$ cat src/sv/crcc_pkg.sv
// Shared types, codes and the CRC-32 byte update for the chunk receiver.
package crcc_pkg;

	localparam int STORE_BYTES_DEF = 4096;
	localparam int FIFO_DEPTH = 4;
	localparam int CAP_W = 13;
	localparam logic [CAP_W-1:0] CAP_RESET = 13'd4096;

	localparam logic [31:0] CRC_INIT = 32'hFFFF_FFFF;
	localparam logic [31:0] CRC_POLY = 32'hEDB8_8320;

	localparam logic [1:0] FUNC_BEGIN = 2'd0;
	localparam logic [1:0] FUNC_DATA  = 2'd1;
	localparam logic [1:0] FUNC_END   = 2'd2;

	localparam logic [1:0] PH_IDLE   = 2'd0;
	localparam logic [1:0] PH_RECV   = 2'd1;
	localparam logic [1:0] PH_STORED = 2'd2;
	localparam logic [1:0] PH_ERROR  = 2'd3;

	localparam logic [2:0] ST_OK     = 3'd0;
	localparam logic [2:0] ST_SIZE   = 3'd1;
	localparam logic [2:0] ST_OFFSET = 3'd2;
	localparam logic [2:0] ST_STATE  = 3'd3;
	localparam logic [2:0] ST_CRC    = 3'd4;

	typedef struct packed {
		logic [1:0]  func;
		logic        size_bad;
		logic [15:0] xfer_size;
		logic [31:0] expected_crc;
		logic [15:0] vendor_id;
		logic [15:0] product_id;
		logic [15:0] chunk_offset;
		logic        len_zero;
		logic [16:0] chunk_end;
		logic [7:0]  data_byte;
		logic        chunk_first;
		logic        chunk_last;
	} cmd_t;

	function automatic logic [31:0] crc_byte(input logic [31:0] crc, input logic [7:0] b);
		logic [31:0] c;
		c = crc ^ {24'd0, b};
		for (int i = 0; i < 8; i++) begin
			c = c[0] ? ((c >> 1) ^ CRC_POLY) : (c >> 1);
		end
		return c;
	endfunction

endpackage

$ cat src/sv/crcc_ram.sv
// Generic single-port-write RAM with a registered read port.
module crcc_ram #(
	parameter int WIDTH = 8,
	parameter int DEPTH = 4096,
	localparam int AW = (DEPTH > 1) ? $clog2(DEPTH) : 1
) (
	input  logic             clk,
	input  logic             wr_en,
	input  logic [AW-1:0]    wr_addr,
	input  logic [WIDTH-1:0] wr_data,
	input  logic [AW-1:0]    rd_addr,
	output logic [WIDTH-1:0] rd_data
);

	logic [WIDTH-1:0] mem_q [DEPTH];

	always_ff @(posedge clk) begin
		if (wr_en) begin
			mem_q[wr_addr] <= wr_data;
		end
		rd_data <= mem_q[rd_addr];
	end

endmodule

$ cat src/sv/crcc_front.sv
// Front end: capacity register, word decode and the checks that need no transfer state.
module crcc_front import crcc_pkg::*; #(
	parameter int STORE_BYTES = STORE_BYTES_DEF
) (
	input  logic             clk,
	input  logic             arst_n,
	input  logic             cfg_wr_en,
	input  logic [CAP_W-1:0] cfg_wr_data,
	input  logic             in_valid,
	input  logic             in_stall,
	input  logic [1:0]       func,
	input  logic [15:0]      xfer_size,
	input  logic [31:0]      expected_crc,
	input  logic [15:0]      vendor_id,
	input  logic [15:0]      product_id,
	input  logic [15:0]      chunk_offset,
	input  logic [15:0]      chunk_len,
	input  logic [7:0]       data_byte,
	input  logic             chunk_first,
	input  logic             chunk_last,
	output logic             push,
	output cmd_t             push_cmd
);

	logic [CAP_W-1:0] capacity_q;
	logic [16:0]      cap_eff;

	always_ff @(posedge clk or negedge arst_n) begin
		if (!arst_n) begin
			capacity_q <= CAP_RESET;
		end else if (cfg_wr_en) begin
			capacity_q <= cfg_wr_data;
		end
	end

	always_comb begin
		if ({4'd0, capacity_q} > 17'(STORE_BYTES)) begin
			cap_eff = 17'(STORE_BYTES);
		end else begin
			cap_eff = {4'd0, capacity_q};
		end
	end

	// The unused function code has no effect and is dropped here.
	assign push = in_valid && !in_stall &&
		(func == FUNC_BEGIN || func == FUNC_DATA || func == FUNC_END);

	always_comb begin
		push_cmd.func         = func;
		push_cmd.size_bad     = (xfer_size == 16'd0) || ({1'b0, xfer_size} > cap_eff);
		push_cmd.xfer_size    = xfer_size;
		push_cmd.expected_crc = expected_crc;
		push_cmd.vendor_id    = vendor_id;
		push_cmd.product_id   = product_id;
		push_cmd.chunk_offset = chunk_offset;
		push_cmd.len_zero     = (chunk_len == 16'd0);
		push_cmd.chunk_end    = {1'b0, chunk_offset} + {1'b0, chunk_len};
		push_cmd.data_byte    = data_byte;
		push_cmd.chunk_first  = chunk_first;
		push_cmd.chunk_last   = chunk_last;
	end

endmodule

$ cat src/sv/crcc_fifo.sv
// Short command queue between the front end and the back end.
module crcc_fifo import crcc_pkg::*; (
	input  logic clk,
	input  logic arst_n,
	input  logic push,
	input  cmd_t push_cmd,
	input  logic pop,
	output logic full,
	output logic nonempty,
	output cmd_t head
);

	localparam int PW = $clog2(FIFO_DEPTH);
	localparam int CW = $clog2(FIFO_DEPTH + 1);

	cmd_t          mem_q [FIFO_DEPTH];
	logic [PW-1:0] wr_ptr_q;
	logic [PW-1:0] rd_ptr_q;
	logic [CW-1:0] count_q;
	logic          do_pop;

	assign full     = (count_q == CW'(FIFO_DEPTH));
	assign nonempty = (count_q != '0);
	assign head     = mem_q[rd_ptr_q];
	assign do_pop   = pop && nonempty;

	always_ff @(posedge clk) begin
		if (push) begin
			mem_q[wr_ptr_q] <= push_cmd;
		end
	end

	always_ff @(posedge clk or negedge arst_n) begin
		if (!arst_n) begin
			wr_ptr_q <= '0;
			rd_ptr_q <= '0;
			count_q  <= '0;
		end else begin
			if (push) begin
				wr_ptr_q <= wr_ptr_q + PW'(1);
			end
			if (do_pop) begin
				rd_ptr_q <= rd_ptr_q + PW'(1);
			end
			if (push && !do_pop) begin
				count_q <= count_q + CW'(1);
			end else if (!push && do_pop) begin
				count_q <= count_q - CW'(1);
			end
		end
	end

endmodule

$ cat src/sv/crcc_back.sv
// Back end: transfer state, running CRC, byte store writes and the result register.
module crcc_back import crcc_pkg::*; #(
	parameter int STORE_BYTES = STORE_BYTES_DEF,
	localparam int AW = (STORE_BYTES > 1) ? $clog2(STORE_BYTES) : 1
) (
	input  logic          clk,
	input  logic          arst_n,
	input  logic          cmd_valid,
	input  cmd_t          cmd,
	output logic          cmd_pop,
	output logic          st_wr_en,
	output logic [AW-1:0] st_wr_addr,
	output logic [7:0]    st_wr_data,
	output logic          out_valid,
	input  logic          out_stall,
	output logic [2:0]    status,
	output logic [1:0]    machine_state,
	output logic [15:0]   bytes_received,
	output logic [15:0]   stored_vendor_id,
	output logic [15:0]   stored_product_id
);

	logic [1:0]  phase_q, phase_n;
	logic [15:0] total_q, total_n;
	logic [31:0] ann_crc_q, ann_crc_n;
	logic [31:0] crc_q, crc_n;
	logic [15:0] count_q, count_n;
	logic [15:0] vendor_q, vendor_n;
	logic [15:0] product_q, product_n;
	logic        open_q, open_n;
	logic [16:0] limit_q, limit_n;
	logic        res;
	logic [2:0]  res_status;
	logic        first_bad;
	logic [16:0] limit_use;
	logic        out_valid_q;

	assign cmd_pop   = cmd_valid && (!out_valid_q || !out_stall);
	assign out_valid = out_valid_q;
	assign first_bad = cmd.len_zero || (cmd.chunk_offset != count_q) ||
		(cmd.chunk_end > {1'b0, total_q});
	assign limit_use = cmd.chunk_first ? cmd.chunk_end : limit_q;

	always_comb begin
		phase_n    = phase_q;
		total_n    = total_q;
		ann_crc_n  = ann_crc_q;
		crc_n      = crc_q;
		count_n    = count_q;
		vendor_n   = vendor_q;
		product_n  = product_q;
		open_n     = open_q;
		limit_n    = limit_q;
		res        = 1'b0;
		res_status = ST_OK;
		st_wr_en   = 1'b0;
		unique case (cmd.func)
			FUNC_BEGIN: begin
				res    = 1'b1;
				open_n = 1'b0;
				if (cmd.size_bad) begin
					phase_n    = PH_ERROR;
					res_status = ST_SIZE;
				end else begin
					total_n   = cmd.xfer_size;
					ann_crc_n = cmd.expected_crc;
					vendor_n  = cmd.vendor_id;
					product_n = cmd.product_id;
					count_n   = '0;
					crc_n     = CRC_INIT;
					phase_n   = PH_RECV;
				end
			end
			FUNC_DATA: begin
				if (phase_q != PH_RECV) begin
					res        = 1'b1;
					res_status = ST_STATE;
				end else if (cmd.chunk_first && first_bad) begin
					phase_n    = PH_ERROR;
					open_n     = 1'b0;
					res        = 1'b1;
					res_status = ST_OFFSET;
				end else if (!cmd.chunk_first && !open_q) begin
					res        = 1'b1;
					res_status = ST_STATE;
				end else begin
					limit_n = limit_use;
					if (({1'b0, count_q} >= limit_use) ||
						({1'b0, count_q} >= 17'(STORE_BYTES))) begin
						phase_n    = PH_ERROR;
						open_n     = 1'b0;
						res        = 1'b1;
						res_status = ST_OFFSET;
					end else begin
						st_wr_en = 1'b1;
						crc_n    = crc_byte(crc_q, cmd.data_byte);
						count_n  = count_q + 16'd1;
						open_n   = !cmd.chunk_last;
						res      = cmd.chunk_last;
					end
				end
			end
			FUNC_END: begin
				res = 1'b1;
				if (phase_q != PH_RECV) begin
					res_status = ST_STATE;
				end else begin
					open_n = 1'b0;
					if ((count_q != total_q) || ((crc_q ^ CRC_INIT) != ann_crc_q)) begin
						phase_n    = PH_ERROR;
						res_status = ST_CRC;
					end else begin
						phase_n = PH_STORED;
					end
				end
			end
			default: begin
			end
		endcase
		st_wr_en = st_wr_en && cmd_pop;
	end

	assign st_wr_addr = count_q[AW-1:0];
	assign st_wr_data = cmd.data_byte;

	always_ff @(posedge clk or negedge arst_n) begin
		if (!arst_n) begin
			phase_q   <= PH_IDLE;
			total_q   <= '0;
			ann_crc_q <= '0;
			crc_q     <= CRC_INIT;
			count_q   <= '0;
			vendor_q  <= '0;
			product_q <= '0;
			open_q    <= 1'b0;
			limit_q   <= '0;
		end else if (cmd_pop) begin
			phase_q   <= phase_n;
			total_q   <= total_n;
			ann_crc_q <= ann_crc_n;
			crc_q     <= crc_n;
			count_q   <= count_n;
			vendor_q  <= vendor_n;
			product_q <= product_n;
			open_q    <= open_n;
			limit_q   <= limit_n;
		end
	end

	always_ff @(posedge clk or negedge arst_n) begin
		if (!arst_n) begin
			out_valid_q <= 1'b0;
		end else if (cmd_pop && res) begin
			out_valid_q <= 1'b1;
		end else if (!out_stall) begin
			out_valid_q <= 1'b0;
		end
	end

	always_ff @(posedge clk) begin
		if (cmd_pop && res) begin
			status            <= res_status;
			machine_state     <= phase_n;
			bytes_received    <= count_n;
			stored_vendor_id  <= vendor_n;
			stored_product_id <= product_n;
		end
	end

endmodule

$ cat src/sv/crc_checked_chunk_receiver.sv
// Top level of the CRC-checked chunk receiver.
// The receiver takes one word per cycle while in_stall is low: begin, data byte or end of a
// sized transfer. Words are decoded and size-checked in the front end, then wait in a
// four-entry queue; the back end takes one word per cycle from the queue unless out_stall
// holds a waiting result, folds a data byte into the CRC-32 and writes it to the byte store
// in that same cycle, and loads a result into the output register. in_stall rises only when
// the queue is full, which happens only while out_stall holds a waiting result. The byte store
// needs no clearing after reset, so words are taken from the first cycle on.
module crc_checked_chunk_receiver import crcc_pkg::*; #(
	parameter int STORE_BYTES = STORE_BYTES_DEF
) (
	input  logic             clk,
	input  logic             arst_n,
	input  logic             cfg_wr_en,
	input  logic [CAP_W-1:0] cfg_wr_data,
	input  logic             in_valid,
	output logic             in_stall,
	input  logic [1:0]       func,
	input  logic [15:0]      xfer_size,
	input  logic [31:0]      expected_crc,
	input  logic [15:0]      vendor_id,
	input  logic [15:0]      product_id,
	input  logic [15:0]      chunk_offset,
	input  logic [15:0]      chunk_len,
	input  logic [7:0]       data_byte,
	input  logic             chunk_first,
	input  logic             chunk_last,
	output logic             out_valid,
	input  logic             out_stall,
	output logic [2:0]       status,
	output logic [1:0]       machine_state,
	output logic [15:0]      bytes_received,
	output logic [15:0]      stored_vendor_id,
	output logic [15:0]      stored_product_id
);

	localparam int AW = (STORE_BYTES > 1) ? $clog2(STORE_BYTES) : 1;

	logic          push;
	cmd_t          push_cmd;
	logic          pop;
	logic          nonempty;
	cmd_t          head;
	logic          st_wr_en;
	logic [AW-1:0] st_wr_addr;
	logic [7:0]    st_wr_data;

	crcc_front #(.STORE_BYTES(STORE_BYTES)) u_front (
		.clk          (clk),
		.arst_n       (arst_n),
		.cfg_wr_en    (cfg_wr_en),
		.cfg_wr_data  (cfg_wr_data),
		.in_valid     (in_valid),
		.in_stall     (in_stall),
		.func         (func),
		.xfer_size    (xfer_size),
		.expected_crc (expected_crc),
		.vendor_id    (vendor_id),
		.product_id   (product_id),
		.chunk_offset (chunk_offset),
		.chunk_len    (chunk_len),
		.data_byte    (data_byte),
		.chunk_first  (chunk_first),
		.chunk_last   (chunk_last),
		.push         (push),
		.push_cmd     (push_cmd)
	);

	crcc_fifo u_fifo (
		.clk      (clk),
		.arst_n   (arst_n),
		.push     (push),
		.push_cmd (push_cmd),
		.pop      (pop),
		.full     (in_stall),
		.nonempty (nonempty),
		.head     (head)
	);

	crcc_back #(.STORE_BYTES(STORE_BYTES)) u_back (
		.clk               (clk),
		.arst_n            (arst_n),
		.cmd_valid         (nonempty),
		.cmd               (head),
		.cmd_pop           (pop),
		.st_wr_en          (st_wr_en),
		.st_wr_addr        (st_wr_addr),
		.st_wr_data        (st_wr_data),
		.out_valid         (out_valid),
		.out_stall         (out_stall),
		.status            (status),
		.machine_state     (machine_state),
		.bytes_received    (bytes_received),
		.stored_vendor_id  (stored_vendor_id),
		.stored_product_id (stored_product_id)
	);

	crcc_ram #(.WIDTH(8), .DEPTH(STORE_BYTES)) u_store (
		.clk     (clk),
		.wr_en   (st_wr_en),
		.wr_addr (st_wr_addr),
		.wr_data (st_wr_data),
		.rd_addr ('0),
		.rd_data ()
	);

endmodule

$ cat config.mk
export PLATFORM = sky130hd
export DESIGN_NAME = crc_checked_chunk_receiver
export DESIGN_NICKNAME = d
export VERILOG_FILES = /design/src/sv/crcc_pkg.sv /design/src/sv/crcc_ram.sv /design/src/sv/crcc_front.sv /design/src/sv/crcc_fifo.sv /design/src/sv/crcc_back.sv /design/src/sv/crc_checked_chunk_receiver.sv
export SDC_FILE = /design/constraint.sdc
export NUM_CORES = 1
export LEC_CHECK = 0
export BUFFER_PORTS_ARGS = -buffer_cell sky130_fd_sc_hd__buf_2
export CAP_MARGIN = 40
export CELL_PAD_IN_SITES_DETAIL_PLACEMENT = 0
export CELL_PAD_IN_SITES_GLOBAL_PLACEMENT = 1
export CORE_MARGIN = 5
export CORE_UTILIZATION = 52
export CTS_CLUSTER_DIAMETER = 150
export DETAILED_ROUTE_END_ITERATION = 7
export PLACE_DENSITY = 0.9
export SLEW_MARGIN = 20
export SYNTH_ARGS = -nofsm -noshare
export SYNTH_HDL_FRONTEND = slang
export SYNTH_HIERARCHICAL = 1
export SYNTH_SLANG_ARGS = --single-unit
$ cat constraint.sdc
create_clock -name clk -period 9.8 [get_ports clk]
set_input_delay 0 -clock clk [delete_from_list [all_inputs] [get_ports clk]]
set_output_delay 0 -clock clk [all_outputs]
set_load 0.005 [all_outputs]
==> results summary <==
The flow ran to the end, and the final reports show no timing, DRC or antenna violations. The slack of the worst reg-to-reg path is 4.53 ns. Clock tree synthesis found a total of 730 sinks. The max-cap violation count came out at 0. The worst hold path startpoint is chunk_len[15].

Buffers placed on the I/O ports in this run total 196. After clock tree synthesis, the setup repair step added 0 buffers. The slew of the pin with the lowest slew margin is approximately 0.85 ns. The final number of max-transition violations is 0. The cell family contributing the most delay on the critical path is compound AO/OA/AOI/OAI gates.

The power density relative to cell area came out at 321 nW/um2. The final clock period utilization by the worst path is 53.8%. Leaving out fill and tap cells, the most frequent cells in the layout are edfxtp_1 (561), nand2_1 (279), buf_2 (195), dlygate4sd3_1 (144), dfrtp_1 (134).

The peak per-stage delay on the critical path came out at 0.75 ns. The longest clock path from root to sink contains 3 buffers. The critical path arrival came out at between 5 and 6 ns. After clock tree synthesis, the clock-pin slew on the worst setup and hold paths is 0.06 ns.

The sum of net half-perimeters after detailed placement is 48000 um. In the final routed layout, each cell accounts on average for 23.3 um. Of the total power, the clock network draws around a quarter. The worst setup path is launched from a flip-flop. In this run the number of H-tree levels came out at 3. The overall fraction of global-route tracks in use is between 20 and 25%. The internal power of the cells totals 7.84 mW. The critical path required time came out at 10.07 ns. The placer congestion estimate is 0.877. The worst setup path is captured at a flip-flop. The cell count after synthesis is between 2000 and 2500. The cell with the largest stage delay on the worst path is dfrtp_4.

The floorplan die area came out at ~67000 um2. The standard cell core area is ~61000 um2. The filler cell count is 4417.

In this run the critical register-to-register path is captured at u_back/stored_product_id[14]. The worst register-to-register path begins at u_fifo/rd_ptr_q[0]. Gates resized during post-CTS repair numbered 0. Entering global routing, the biggest net connects 65 pins. The maximum fanout count along the critical path came out at 53. The worst setup slack after placement came out at 4.38 ns. The number of cells on the worst reg-to-reg path came out at 13. The number of top-level pins came out at 197. The number of nets in the layout is 2537. The post-route DRC violation count came out at 0. The netlist area before placement is 32200 um2.

The first-pass GRT wire length came out at around 110000 um. Measured along the y axis, the die boundary spans approximately 260 um. The path with the worst hold slack has its endpoint at u_fifo/mem_q[2][25].

The effective utilization at floorplan is 52.3%. Setup total negative slack on the finished layout was measured at 0 ns. The share of total power dissipated in sequential elements is between 30% and 40%.

The total of endpoints with negative setup slack in the final report is 0. The maximum clock frequency came out at 190 MHz. In this run switching power makes up 34.6% of total power. Summed over all layers, the routed wires come to roughly 74000 um. Across the VDD grid, the largest voltage drop is 0.189 mV. The switching power total is a little over 4 mW. The final-report hold violation count is 0. The initialized floorplan defines 91 standard-cell rows. The initial antenna violation count came out at 3. The critical path is of the flip-flop to flip-flop type. The die boundary width is 259 um. Walking the worst path, the cells encountered are buf_4, buf_16, mux4_2, mux2i_1, ha_1, a21o_1, a21o_1, a221oi_1, and2_1, o211ai_2, nor2_1, o22ai_4, buf_4. Compared with the post-synthesis result, the final layout area differs by 16.3%.

The number of design-rule violations left by the first detailed-router iteration is 1503. The register area is ~21000 um2. The leakage power is 14.0 nW. In this run, CTS created clock tree buffers numbering 74.

The type of the most critical hold path is primary input to flip-flop. The library cell used most frequently in the layout, excluding fill and tap cells, is edfxtp_1. The routed via count divided by cell count is 5.76. The mean post-synth cell area is 15.6 um2.

The setup skew after layout came out at 0.0227 ns. The later pin in the worst-skew pair is clocked with a latency of approximately 0.61 ns. The minimum clock period after layout came out at ~5.3 ns. Of the total power, combinational logic draws between 30 and 40%.

Of the cells placed in the final design, the portion with a size suffix greater than 1 is roughly a quarter. The remaining number of nets flagged by the antenna check after routing came out at 0. The area of combinational cells with multiple inputs came out at 9630 um2. The relative max-transition margin is 43.0%. TritonCTS built the clock tree. The number of warnings issued by yosys is 6. The via count of the first global-routing pass came out at a little under 20000. The first TritonRoute pass finished after 5 iterations. The worst-case setup margin in the final layout is between 4 and 5 ns. The tree is rooted in a clkbuf_16.

The cts-stage hold buffer count is 145. Across all layers, the routed design uses between 15000 and 20000 vias. The count of cells along the worst hold path came out at 3. The critical path buffer and inverter count is 3. The number of nets handed over by synthesis was between 2000 and 2500. Setup repair after global routing left no endpoint under its margin. The total overflow left after global routing is 0.
routing by layer:
| metal | global-route usage, % | part of all wire (%) | vias up |
|---|---|---|---|
| met5 | 0 | 0.018 | - |
| met4 | 7.69 | 3.4 | 2 |
| met3 | 4.42 | 6.2 | 141 |
| met2 | 37.0 | 49 | 675 |
| met1 | 29.8 | 41 | 9347 |
| li1 | - | - | 8144 |
power groups by stage:
stage | Clock [mW] | Sequential (mW) | Combinational [mW]
finish | 2.86 | 4.61 | 4.54
global route | 3.04 | 4.66 | 4.93
CTS | 2.90 | 4.61 | 4.51
detailed placement | 0 | 4.65 | 4.41
global placement | 0 | 4.61 | 4.25
floorplan | 0 | 4.52 | 3.32
final cells by class:
class                   count  share of cell area [%]
multi-input cells        1089                    25.8
flip-flops and latches    730                    56.5
well taps                 790                    2.64
clock inverters            44                    1.34
diodes                      1                 0.00669
repair buffers            377                    7.94
clock buffers              94                    5.29
inverters                  53                   0.532
registers in the layout, summed over array words and instances (netlist names), 2 cells and up:
| register | cells |
|---|---|
| u_front/capacity_q | 13 |
| u_back/machine_state | 2 |
| u_back/bytes_received | 16 |
| u_back/ann_crc_q | 32 |
| u_fifo/count_q | 3 |
| u_back/stored_product_id | 16 |
| u_back/status | 3 |
| u_back/limit_q | 17 |
| u_back/crc_q | 32 |
| u_fifo/rd_ptr_q | 2 |
| u_back/stored_vendor_id | 16 |
| u_back/total_q | 16 |
| u_fifo/mem_q | 508 |
| u_back/count_q | 16 |
| u_back/product_q | 16 |
| u_back/vendor_q | 16 |
| u_back/phase_q | 2 |
| u_fifo/wr_ptr_q | 2 |
worst max path at each step:
| stage | startpoint | end | slack [ns] | depth (start not counted) |
|---|---|---|---|---|
| after floorplan | u_fifo/rd_ptr_q[1] | u_back/bytes_received[0] | 2.99 | 16 |
| after detailed placement | u_fifo/rd_ptr_q[0] | u_back/stored_product_id[3] | 4.38 | 12 |
| after global routing | u_fifo/rd_ptr_q[0] | u_back/stored_vendor_id[0] | 4.21 | 13 |
| final | u_fifo/rd_ptr_q[0] | u_back/stored_product_id[14] | 4.53 | 13 |
| after global placement | u_fifo/rd_ptr_q[0] | u_back/stored_product_id[3] | 4.57 | 12 |
| after CTS | u_fifo/rd_ptr_q[0] | u_back/stored_vendor_id[5] | 4.36 | 12 |
worst min-delay path, stage by stage:
cell and delay, ns:
buf_2 0.11, ha_1 0.16, xnor2_1 0.17
through the flow:
stage | cells | hold WS [ns] | instance area, um2 | util, % | power [mW]
2_1_floorplan | 2067 | -0.296 | 32200 | - | 7.83
3_3_place_gp | 2880 | -0.0379 | 33100 | 53.8 | 8.86
3_5_place_dp | 2891 | -0.0380 | 33400 | 54.3 | 9.06
4_1_cts | 3174 | 0.0106 | 37300 | 60.7 | 12.0
5_1_grt | 3178 | 0.0425 | 37400 | 60.8 | 12.6
6_report | 3178 | 0.0305 | 37400 | 60.8 | 12.0
Note: power is estimated with default switching activity, not from simulation.
